===== src/hdl/gdeo_pkg.sv =====
// Shared types and constants for the depth-oriented edge block.
`timescale 1ns / 1ps
`default_nettype none

package gdeo_pkg;

    // Fixed field widths of the stream payloads.
    localparam int CMD_W    = 3;
    localparam int NODE_W   = 10;
    localparam int VID_W    = 32;
    localparam int STATUS_W = 2;
    localparam int REACH_W  = 11;
    localparam int IN_DATA_W  = 88;
    localparam int OUT_DATA_W = 80;

    // Command codes carried in the slave tuser.
    localparam logic [CMD_W-1:0] CMD_CLEAR  = 3'd0;
    localparam logic [CMD_W-1:0] CMD_LINK   = 3'd1;
    localparam logic [CMD_W-1:0] CMD_SEED   = 3'd2;
    localparam logic [CMD_W-1:0] CMD_RUN    = 3'd3;
    localparam logic [CMD_W-1:0] CMD_ORIENT = 3'd4;

    // Status codes carried in the master tuser.
    localparam logic [STATUS_W-1:0] ST_OK      = 2'd0;
    localparam logic [STATUS_W-1:0] ST_NO_SEED = 2'd1;
    localparam logic [STATUS_W-1:0] ST_FULL    = 2'd2;

    // Datapath micro-operations issued by the controller, one per cycle.
    typedef enum logic [4:0] {
        OP_NONE,
        OP_LATCH,
        OP_SWEEP_INIT,
        OP_SWEEP_ALL,
        OP_SWEEP_DEPTH,
        OP_LINK_RD,
        OP_LINK_WR,
        OP_SEED_RD,
        OP_SEED_WR,
        OP_WALK_INIT,
        OP_SEEDL_RD,
        OP_SEEDL_DEP,
        OP_SEEDL_CHK,
        OP_POP,
        OP_NODE_RD,
        OP_NODE_LATCH,
        OP_NB_RD,
        OP_NB_DEP,
        OP_NB_CHK,
        OP_ORIENT_RD,
        OP_RESULT
    } t_op;

    // Status returned from the datapath to the controller.
    typedef struct packed {
        logic [CMD_W-1:0] cmd;
        logic             sweep_last;
        logic             total_zero;
        logic             seeds_done;
        logic             top_zero;
        logic             nb_done;
        logic             out_free;
    } t_dp_stat;

endpackage

`default_nettype wire


===== src/hdl/gdeo_ctrl.sv =====
// Controller state machine that sequences the datapath operations.
`timescale 1ns / 1ps
`default_nettype none

module gdeo_ctrl (
    input  wire logic              i_clk,
    input  wire logic              i_rst_n,
    input  wire logic              i_s_tvalid,
    output logic                   o_s_tready,
    input  wire gdeo_pkg::t_dp_stat i_stat,
    output gdeo_pkg::t_op          o_op
);

    typedef enum logic [17:0] {
        S_RSWP   = 18'b000000000000000001,
        S_IDLE   = 18'b000000000000000010,
        S_DECODE = 18'b000000000000000100,
        S_SWALL  = 18'b000000000000001000,
        S_LINK   = 18'b000000000000010000,
        S_SEED   = 18'b000000000000100000,
        S_SWDEP  = 18'b000000000001000000,
        S_WINIT  = 18'b000000000010000000,
        S_SL_RD  = 18'b000000000100000000,
        S_SL_DEP = 18'b000000001000000000,
        S_SL_CHK = 18'b000000010000000000,
        S_POP    = 18'b000000100000000000,
        S_NODE_RD= 18'b000001000000000000,
        S_NODE   = 18'b000010000000000000,
        S_NB_RD  = 18'b000100000000000000,
        S_NB_DEP = 18'b001000000000000000,
        S_NB_CHK = 18'b010000000000000000,
        S_DONE   = 18'b100000000000000000
    } t_state;

    t_state r_state;
    t_state n_state;

    assign o_s_tready = (r_state == S_IDLE);

    // Next state and operation select.
    always_comb begin
        n_state = r_state;
        o_op    = gdeo_pkg::OP_NONE;
        unique case (r_state)
            S_RSWP: begin
                o_op = gdeo_pkg::OP_SWEEP_ALL;
                if (i_stat.sweep_last) begin
                    n_state = S_IDLE;
                end
            end
            S_IDLE: begin
                if (i_s_tvalid) begin
                    o_op    = gdeo_pkg::OP_LATCH;
                    n_state = S_DECODE;
                end
            end
            S_DECODE: begin
                unique case (i_stat.cmd)
                    gdeo_pkg::CMD_CLEAR: begin
                        o_op    = gdeo_pkg::OP_SWEEP_INIT;
                        n_state = S_SWALL;
                    end
                    gdeo_pkg::CMD_LINK: begin
                        o_op    = gdeo_pkg::OP_LINK_RD;
                        n_state = S_LINK;
                    end
                    gdeo_pkg::CMD_SEED: begin
                        o_op    = gdeo_pkg::OP_SEED_RD;
                        n_state = S_SEED;
                    end
                    gdeo_pkg::CMD_RUN: begin
                        o_op    = gdeo_pkg::OP_SWEEP_INIT;
                        n_state = S_SWDEP;
                    end
                    gdeo_pkg::CMD_ORIENT: begin
                        o_op    = gdeo_pkg::OP_ORIENT_RD;
                        n_state = S_DONE;
                    end
                    default: begin
                        n_state = S_DONE;
                    end
                endcase
            end
            S_SWALL: begin
                o_op = gdeo_pkg::OP_SWEEP_ALL;
                if (i_stat.sweep_last) begin
                    n_state = S_DONE;
                end
            end
            S_LINK: begin
                o_op    = gdeo_pkg::OP_LINK_WR;
                n_state = S_DONE;
            end
            S_SEED: begin
                o_op    = gdeo_pkg::OP_SEED_WR;
                n_state = S_DONE;
            end
            S_SWDEP: begin
                o_op = gdeo_pkg::OP_SWEEP_DEPTH;
                if (i_stat.sweep_last) begin
                    n_state = i_stat.total_zero ? S_DONE : S_WINIT;
                end
            end
            S_WINIT: begin
                o_op    = gdeo_pkg::OP_WALK_INIT;
                n_state = S_SL_RD;
            end
            S_SL_RD: begin
                if (i_stat.seeds_done) begin
                    n_state = S_POP;
                end else begin
                    o_op    = gdeo_pkg::OP_SEEDL_RD;
                    n_state = S_SL_DEP;
                end
            end
            S_SL_DEP: begin
                o_op    = gdeo_pkg::OP_SEEDL_DEP;
                n_state = S_SL_CHK;
            end
            S_SL_CHK: begin
                o_op    = gdeo_pkg::OP_SEEDL_CHK;
                n_state = S_SL_RD;
            end
            S_POP: begin
                if (i_stat.top_zero) begin
                    n_state = S_DONE;
                end else begin
                    o_op    = gdeo_pkg::OP_POP;
                    n_state = S_NODE_RD;
                end
            end
            S_NODE_RD: begin
                o_op    = gdeo_pkg::OP_NODE_RD;
                n_state = S_NODE;
            end
            S_NODE: begin
                o_op    = gdeo_pkg::OP_NODE_LATCH;
                n_state = S_NB_RD;
            end
            S_NB_RD: begin
                if (i_stat.nb_done) begin
                    n_state = S_POP;
                end else begin
                    o_op    = gdeo_pkg::OP_NB_RD;
                    n_state = S_NB_DEP;
                end
            end
            S_NB_DEP: begin
                o_op    = gdeo_pkg::OP_NB_DEP;
                n_state = S_NB_CHK;
            end
            S_NB_CHK: begin
                o_op    = gdeo_pkg::OP_NB_CHK;
                n_state = S_NB_RD;
            end
            S_DONE: begin
                if (i_stat.out_free) begin
                    o_op    = gdeo_pkg::OP_RESULT;
                    n_state = S_IDLE;
                end
            end
            default: begin
                n_state = S_RSWP;
            end
        endcase
    end

    // State register; reset starts the clearing pass.
    always_ff @(posedge i_clk) begin
        if (!i_rst_n) begin
            r_state <= S_RSWP;
        end else begin
            r_state <= n_state;
        end
    end

endmodule

`default_nettype wire


===== config.mk =====
export PLATFORM = sky130hd
export DESIGN_NAME = gdeo_ctrl
export DESIGN_NICKNAME = d
export VERILOG_FILES = /design/src/hdl/gdeo_pkg.sv /design/src/hdl/gdeo_ctrl.sv
export SDC_FILE = /design/constraint.sdc
export NUM_CORES = 1
export LEC_CHECK = 0
export BUFFER_PORTS_ARGS = -buffer_cell sky130_fd_sc_hd__buf_4
export CORE_MARGIN = 3
export CORE_UTILIZATION = 56
export DETAILED_ROUTE_END_ITERATION = 8
export GPL_ROUTABILITY_DRIVEN = 1
export PLACE_DENSITY = 0.75
export SLEW_MARGIN = 25
export SYNTH_ARGS = -nofsm -noshare
export SYNTH_HDL_FRONTEND = slang
export SYNTH_SLANG_ARGS = --single-unit
export TNS_END_PERCENT = 100

===== constraint.sdc =====
create_clock -name i_clk -period 2.9 [get_ports i_clk]
set_input_delay 0.145 -clock i_clk [delete_from_list [all_inputs] [get_ports i_clk]]
set_output_delay 0.145 -clock i_clk [all_outputs]
set_load 0.01 [all_outputs]

# Word-level counts from Yosys, hierarchy flattened
# Index checks and enable logic that the tools add are counted.
dict set report totals {
  word_cells 53
  ff_bits 18
  input_bits 12
  out_inout_bits 6
}
dict set report classes {
  n_mux 18
  eq_ne 27
  reduce_logical 7
}
# cell count
set ops {}
lappend ops {{case mux 18 bit (15 select lines)} 1}
lappend ops {{two-way mux 18 bit} 7}
lappend ops {{case mux 5 bit (17 select lines)} 1}
lappend ops {{case mux 18 bit (4 select lines)} 1}
lappend ops {{case mux 5 bit (4 select lines)} 1}
lappend ops {{equality test 18 x 1 -> 1 bit, second input constant} 1}
lappend ops {{equality test 18 x 10 -> 1 bit, second input constant} 1}
lappend ops {{equality test 18 x 11 -> 1 bit, second input constant} 1}
lappend ops {{equality test 18 x 12 -> 1 bit, second input constant} 1}
lappend ops {{equality test 18 x 13 -> 1 bit, second input constant} 1}
lappend ops {{equality test 18 x 14 -> 1 bit, second input constant} 1}
lappend ops {{equality test 18 x 15 -> 1 bit, second input constant} 1}
lappend ops {{equality test 18 x 16 -> 1 bit, second input constant} 1}
lappend ops {{equality test 18 x 17 -> 1 bit, second input constant} 1}
lappend ops {{equality test 18 bit, second input constant} 1}
lappend ops {{equality test 18 x 2 -> 1 bit, second input constant} 1}
lappend ops {{equality test 18 x 3 -> 1 bit, second input constant} 1}
lappend ops {{equality test 18 x 4 -> 1 bit, second input constant} 1}
lappend ops {{equality test 18 x 5 -> 1 bit, second input constant} 1}
lappend ops {{equality test 18 x 6 -> 1 bit, second input constant} 1}
lappend ops {{equality test 18 x 7 -> 1 bit, second input constant} 1}
lappend ops {{equality test 18 x 8 -> 1 bit, second input constant} 1}
lappend ops {{equality test 18 x 9 -> 1 bit, second input constant} 1}
lappend ops {{two-way mux 16 bit} 1}
lappend ops {{11 further kinds} 22}

# Depth between registers and ports, before layout
# Gate-level depths: netlist of the first run.
dict set report logic_depth {
  depth_word 4
  ltp_mapped 7
  ltp_nobuf 6
}

# Worst setup path before layout of the first run
# OpenSTA, ideal clock, no wires.
dict set report synth_path {
  path_kind {flip-flop to flip-flop}
  start {reg r_state[4]}
  end {reg r_state[1]}
  period_less_slack_ns 2.012
  required_time_ns 2.785
  t_arrival_ns 1.897
  slack_ns 0.888
  n_path_buf 1
  path_stages_with_launch 8
  setup_ns 0.115
  path_cell_list {dfxtp_1 buf_6 nor4_4 nand4_2 or4_4 o22ai_4 a211oi_1 o21ba_1}
}
dict set report synth_between {
  elab_chain_len 3
  elab_cells_between_ends 28
  cone_classes {23 x eq/ne; 1 x mux; 4 x reduce/logical}
}
# item line_no
set synth_lines {}
lappend synth_lines {{from (decl)} gdeo_ctrl.sv:35} ;# t_state r_state;
lappend synth_lines {{from (signal assigned)} gdeo_ctrl.sv:173} ;# r_state <= n_state;
lappend synth_lines {{equality test 18 x 17 -> 1 bit (tied with other cells)} gdeo_ctrl.sv:44} ;# unique case (r_state)
lappend synth_lines {{OR reduction 2 bit (no source line) / != test 2 bit (equally long branches)} --}
lappend synth_lines {{case mux 18 bit (15 select lines) / AND reduction 5 bit (equally long branches)} --}
# Several ways; a longest one is shown, not always the timed one.
# A chain may end at the register's enable or synchronous reset.

# Worst setup path after layout of the first run
dict set report layout_path {
  start {reg r_state[4]}
  end {out o_op[1]}
}
dict set report layout_between {
  elab_chain_len 3
  elab_cells_between_ends 20
  cone_classes {18 x eq/ne; 1 x mux; 1 x reduce/logical}
}
# item line_no
set layout_lines {}
lappend layout_lines {{equality test 18 x 4 -> 1 bit / equality test 18 x 1 -> 1 bit (equally long branches)} gdeo_ctrl.sv:44}
lappend layout_lines {{OR reduction 2 bit (no source line)} --}
lappend layout_lines {{case mux 5 bit (17 select lines) (*)} gdeo_ctrl.sv:44}
lappend layout_lines {{to (decl)} gdeo_ctrl.sv:11} ;# output gdeo_pkg::t_op o_op
# Every way passes the cells marked *; elsewhere a longest branch is shown, timed or not.

==> results of run 1 <==
[cell type report]
| class | count | area [µm²] |
|---|---|---|
| inverter | 6 | 22.5 |
| multi-input combinational | 137 | 945 |
| sequential | 18 | 360 |
| clock buffer | 4 | 36.3 |
| tap | 28 | 35.0 |
| timing repair buffer | 18 | 138 |
| fill | 187 | 739 |
[cell usage after synthesis, drive strengths merged (2+ instances only)]
library cell / number / area [µm²]
nor4: 8 / 95.1
or4b: 5 / 53.8
nand4: 8 / 56.3
a221oi: 2 / 23.8
and2: 3 / 18.8
nor2b: 4 / 25.0
nor2: 23 / 86.3
nand2: 12 / 45.0
inv: 6 / 22.5
dfxtp: 18 / 360
buf: 6 / 42.5
nor3b: 2 / 15.0
nand2b: 4 / 25.0
and3: 2 / 12.5
or3: 2 / 13.8
xnor2: 4 / 35.0
or4: 2 / 18.8
o22ai: 3 / 32.5
a211oi: 3 / 22.5
a31oi: 2 / 12.5
a21oi: 4 / 23.8
o21ai: 6 / 30.0
nand3: 5 / 25.0
xor2: 3 / 26.3
nor3: 13 / 75.1
nor4b: 4 / 35.0
[worst max-delay path: cells and delay by family, from the launching register on]
family,cells,cell delay [ns]
AND/OR/NAND/NOR,4,1.33
AO/OA/AOI/OAI,2,0.35
flip-flops,1,0.44
buffers and inverters,1,0.11
[how the worst min path moves through the flow]
stage                         start     endpoint  slack (ns)  cells after the start
after global routing      i_stat[1]  r_state[15]       0.006                      2
after detailed placement  i_stat[4]   r_state[7]        0.33                      2
final                     i_stat[1]  r_state[15]        0.01                      2
after global placement    i_stat[4]   r_state[7]        0.32                      2
after CTS                 i_stat[1]  r_state[15]       0.003                      2
after floorplan           i_stat[8]   r_state[4]        0.22                      1
[kinds of logic (layout without fill, tap and decap cells)]
group                     Yosys count  in the layout
muxes                               2              2
and+or+nand+nor                   101            101
DFF                                18             18
xor gates and xnor gates            7              7
buffers and inverters              12             28
AOI/OAI and AO/OA                  27             27
[power breakdown]
group | total [mW] | internal [mW] | switching, mW | leakage, nW
Sequential | 0.284 | 0.261 | 0.0230 | 0.145
Clock | 0.163 | 0.0767 | 0.0861 | 0.0210
Combinational | 0.387 | 0.161 | 0.226 | 0.430
[what timing repair did]
item                                   CTS  global route
hold buffers                             1             0
gates resized for setup                  0             0
endpoints found under the hold margin    1             0
[stage by stage]
stage | cells | utilization (%)
floorplan | 167 | -
global placement | 206 | 65.5
detailed placement | 206 | 65.5
CTS | 211 | 67.5
global route | 211 | 67.5
finish | 211 | 67.5
[per-layer routing]
metal,vias up,share of wire [%],GRT usage [%]
met5,-,0,0
met4,0,2.1,6.60
met3,13,8.6,6.54
met2,77,46,36.7
met1,637,43,30.4
li1,658,-,-
==> metrics, run 1 <==
routability cong. 0.935; fmax 0.370 GHz; CTS sink count 18; Overflow after GRT 0; adder-cell area share of the yosys netlist 0%; 1st-iter DRT viols 97; first-pass GRT wire length 5770 µm; TritonCTS clock tree yes; Slew Limit Fails 0; register area share after synthesis 26.3%; most common cell after layout, fill and taps aside nor2_1; status finished, final reports clean; insertion delay to the later sink of the worst-skew pair 0.31 ns; Fin Hold WS 0.0132 ns; total power per unit cell area 543 mW/mm²; Starting Density 60.2%; via-per-instance ratio 6.56; worst slew pin tran 0.603 ns; core area 0.00228 mm²; max FFs per register 18; R2R setup slack 0.57 ns; fin worst setup slack 0.197 ns; largest net degree at the start of global routing 11; unrepaired setup endpoints after global routing false; post-DR wirelength/cell 16.9 µm; DP HPWL 2690 µm; worst rel slew slack 59.2%; final worst path period share 93.2%; Syn Inst Count 167; Tmin final 2.70 ns; vias in the first global route 1,238; area delta synth->final 12.1%; reg-to-reg endpoint r_state[1]; slowest stage delay, CP 0.47 ns; fin nets 196; antenna-violating nets left 0; worst vdd ir 0.419 mV; biggest regs r_state: 18 flops; Pwr Total 0.834 mW; port buffer count 17; dpl ws 0.569 ns; WS Path Type reg -> out; post-synthesis mux area share 1.55%; total wire length 3560 µm; drt drc 0; crit-path cells nor4_4 -> nand4_1 -> or2_2 -> a211oi_1 -> a31oi_1 -> or4b_2 -> buf_4; R2R depth 6; ANT cells 0; worst reg2reg path startpoint r_state[3]; chip width 55.5 µm; number of synthesized flops with an enable pin 0; largest family of logic cells by synthesized area simple AND/OR/NAND/NOR gates; # setup viols final 0; final hold violations 0; die area 0.00308 mm²; H-tree Lvls 1; Root Buffer clkbuf_4; worst clock skew 0.0116 ns; Via Count 1,385; share of cells above drive strength 1 22.4%; Critical Path End o_op[1]; post-synth cell types 51; CTS max path bufs 2; I/O pin total 18; slowest CP cell nor4_4; Post-Synth XOR/XNOR Area 4.47%; antenna violations before repair 0; Critical Path Source r_state[4]; Rows 17; register bit total from synthesis 18; Crit Path Max Fanout 9; crit start category register; Clock Pin Slew Worst Setup and Hold Paths 0.12 ns; Tot GR Track Use 23.1%; ys async rst share 0%; Post-Syn Area 0.00137 mm²; critical path capture point type output pin; die height 55.5 µm; Max Cap Viol 0; path type of the worst min-delay path in -> reg; Synth Area in Simple Gates 46.0%; dominant synthesized flop cell dfxtp_1; Design Area, Final 0.00154 mm²; dpl cell area 0.00149 mm²; critical path arrival 2.56 ns; Synth Area in Compound Gates 16.9%; required time of the critical path 2.76 ns; syn nets 179; setup TNS 0 ns; number of CTS-inserted buffers 3; yosys warns 0; Setup Buffers After CTS 0; most frequent cells in the layout nor2_1 (23), dfxtp_1 (18), buf_4 (17); Most flops, register r_state; Syn Area/Cell 8.20 µm²; Leak 0.597 nW; Pre-antenna DRT Iters 4
No activity file was read; power rests on OpenSTA's default activity.
==> run 2: changes to the inputs <==
==> constraint.sdc (replaced) <==
create_clock -name i_clk -period 2.9 [get_ports i_clk]
set_input_delay 0.145 -clock i_clk [delete_from_list [all_inputs] [get_ports i_clk]]
set_output_delay 0.145 -clock i_clk [all_outputs]
set_load 0.005 [all_outputs]
==> metrics, run 2 (synthesized netlist as in run 1, its figures left out) <==
total wire length 3480 µm (-2.1%); die area 0.00308 mm² (unchanged); most frequent cells in the layout nor2_1 (23), dfxtp_1 (18), buf_4 (17); critical path capture point type output pin; Rows 17 (unchanged); worst vdd ir 0.459 mV (+9.5%); WS Path Type reg -> out; Via Count 1,360 (-1.8%); share of cells above drive strength 1 22.1% (-0.30 points); setup TNS 0 ns (unchanged); vias in the first global route 1,270 (+2.6%); Clock Pin Slew Worst Setup and Hold Paths 0.11 ns (about the same); NetSw 0.316 mW (-5.9%); critical path arrival 2.57 ns (about the same); worst slew pin tran 0.582 ns (-0.0211 ns); CTS max path bufs 2 (unchanged); Max Cap Viol 0 (unchanged); most common cell after layout, fill and taps aside nor2_1; fmax 0.368 GHz (-0.58%); final hold violations 1 (+1); path type of the worst min-delay path in -> reg; dpl cell area 0.00149 mm² (unchanged); antenna violations before repair 0 (unchanged); Most flops, register r_state; unrepaired setup endpoints after global routing false; ANT cells 0 (unchanged); largest net degree at the start of global routing 10 (-1); register share of total power 36.4% (+2.4 points); required time of the critical path 2.76 ns (about the same); Pre-antenna DRT Iters 4 (unchanged); core area 0.00228 mm² (unchanged); max FFs per register 18 (unchanged); via-per-instance ratio 6.51 (-0.87%); clock power share 16.6% (-2.9 points); worst clock skew 0.0107 ns (-0.000897 ns); first-pass GRT wire length 5820 µm (+0.95%); Combinational Power Share 47.1% (+0.7 points); insertion delay to the later sink of the worst-skew pair 0.30 ns (about the same); status complete, but fails checks; fin cells 209 (-0.95%); fin nets 195 (-0.51%); Fin Hold WS -0.000480 ns (-0.0137 ns); total power per unit cell area 519 mW/mm² (-4.5%); hold_buf cts 0 (-1); I/O pin total 18 (unchanged); Setup Buffers After CTS 0 (unchanged); crit start category register; Root Buffer clkbuf_4; chip width 55.5 µm (unchanged); port buffer count 17 (unchanged); post-CTS sizing 0 (unchanged); # setup viols final 0 (unchanged); DP HPWL 2750 µm (+2.3%); routability cong. 0.938 (+0.26%); final worst path period share 93.7% (+0.55 points); Leak 0.585 nW (-1.9%); TritonCTS clock tree yes; area delta synth->final 10.4%; Design Area, Final 0.00151 mm² (-1.5%); post-DR wirelength/cell 16.7 µm (-1.1%); Tot GR Track Use 23.3% (+0.15 points); failing checks hold timing; Sw Ratio 40.2% (about the same); Internal 0.469 mW (-6.0%); Slew Limit Fails 0 (unchanged); worst rel slew slack 60.7% (+1.4 points); 1st-iter DRT viols 93 (-4.1%); drt drc 0 (unchanged); Tmin final 2.72 ns (+0.0159 ns); Starting Density 60.2% (unchanged); antenna-violating nets left 0 (unchanged); biggest regs r_state: 18 flops; placed instance count 206 (unchanged); die height 55.5 µm (unchanged); Crit Path Max Fanout 9 (unchanged); H-tree Lvls 1 (unchanged); CTS sink count 18 (unchanged); number of CTS-inserted buffers 3 (unchanged); Overflow after GRT 0 (unchanged); Pwr Total 0.785 mW (-6.0%)
run 2: changes by cell type in the layout (fill, tap and decap cells not counted), sizes merged:
cell	delta
dlygate4sd3	-1
clkbuf	-1
run 2: area by class of cell:
type	count	area (µm²)
multi-input cells	137	945
fillers	197	763
flip-flops and latches	18	360
repair buffers	17	128
well taps	28	35.0
clock buffers	3	22.5
inverters	6	22.5
run 2: path summary, 6_finish.rpt:
kind               from         end  slack [ns]  cells after the start
min reg2reg  r_state[0]  r_state[0]        0.63                      2
min           i_stat[4]  r_state[7]     -0.0005                      2
max          r_state[4]     o_op[1]        0.18                      7
max reg2reg  r_state[4]  r_state[1]        0.56                      6
run 2: worst max-delay path, stage by stage (launching register included):
cell	delay, ns
dfxtp_1	0.44
nor4_4	0.51
nand4_1	0.26
or2_2	0.38
a211oi_1	0.27
a31oi_1	0.07
or4b_2	0.23
buf_4	0.10
run 2: metal layers:
layer | track usage [%] | wire length [µm] | vias up
met2 | 35.5 | 1590 | 61
met4 | 11.8 | 127 | 0
met5 | 0 | 0 | -
met3 | 3.74 | 235 | 15
met1 | 31.4 | 1530 | 625
li1 | - | - | 659
run 2: power by group through the flow:
| stage | Clock (mW) | Combinational (mW) | Sequential (mW) |
|---|---|---|---|
| 2_1_floorplan | 0 | 0.265 | 0.275 |
| 3_3_place_gp | 0 | 0.358 | 0.287 |
| 3_5_place_dp | 0 | 0.362 | 0.290 |
| 4_1_cts | 0.130 | 0.365 | 0.285 |
| 5_1_grt | 0.135 | 0.407 | 0.289 |
| 6_report | 0.130 | 0.369 | 0.285 |
run 2: stage by stage:
step / setup slack (ns) / utilization (%)
finish: 0.181 / 66.5
global route: 0.0414 / 66.5
CTS: 0.194 / 66.5
detailed placement: 0.550 / 65.5
global placement: 0.516 / 65.5
floorplan: 0.888 / -
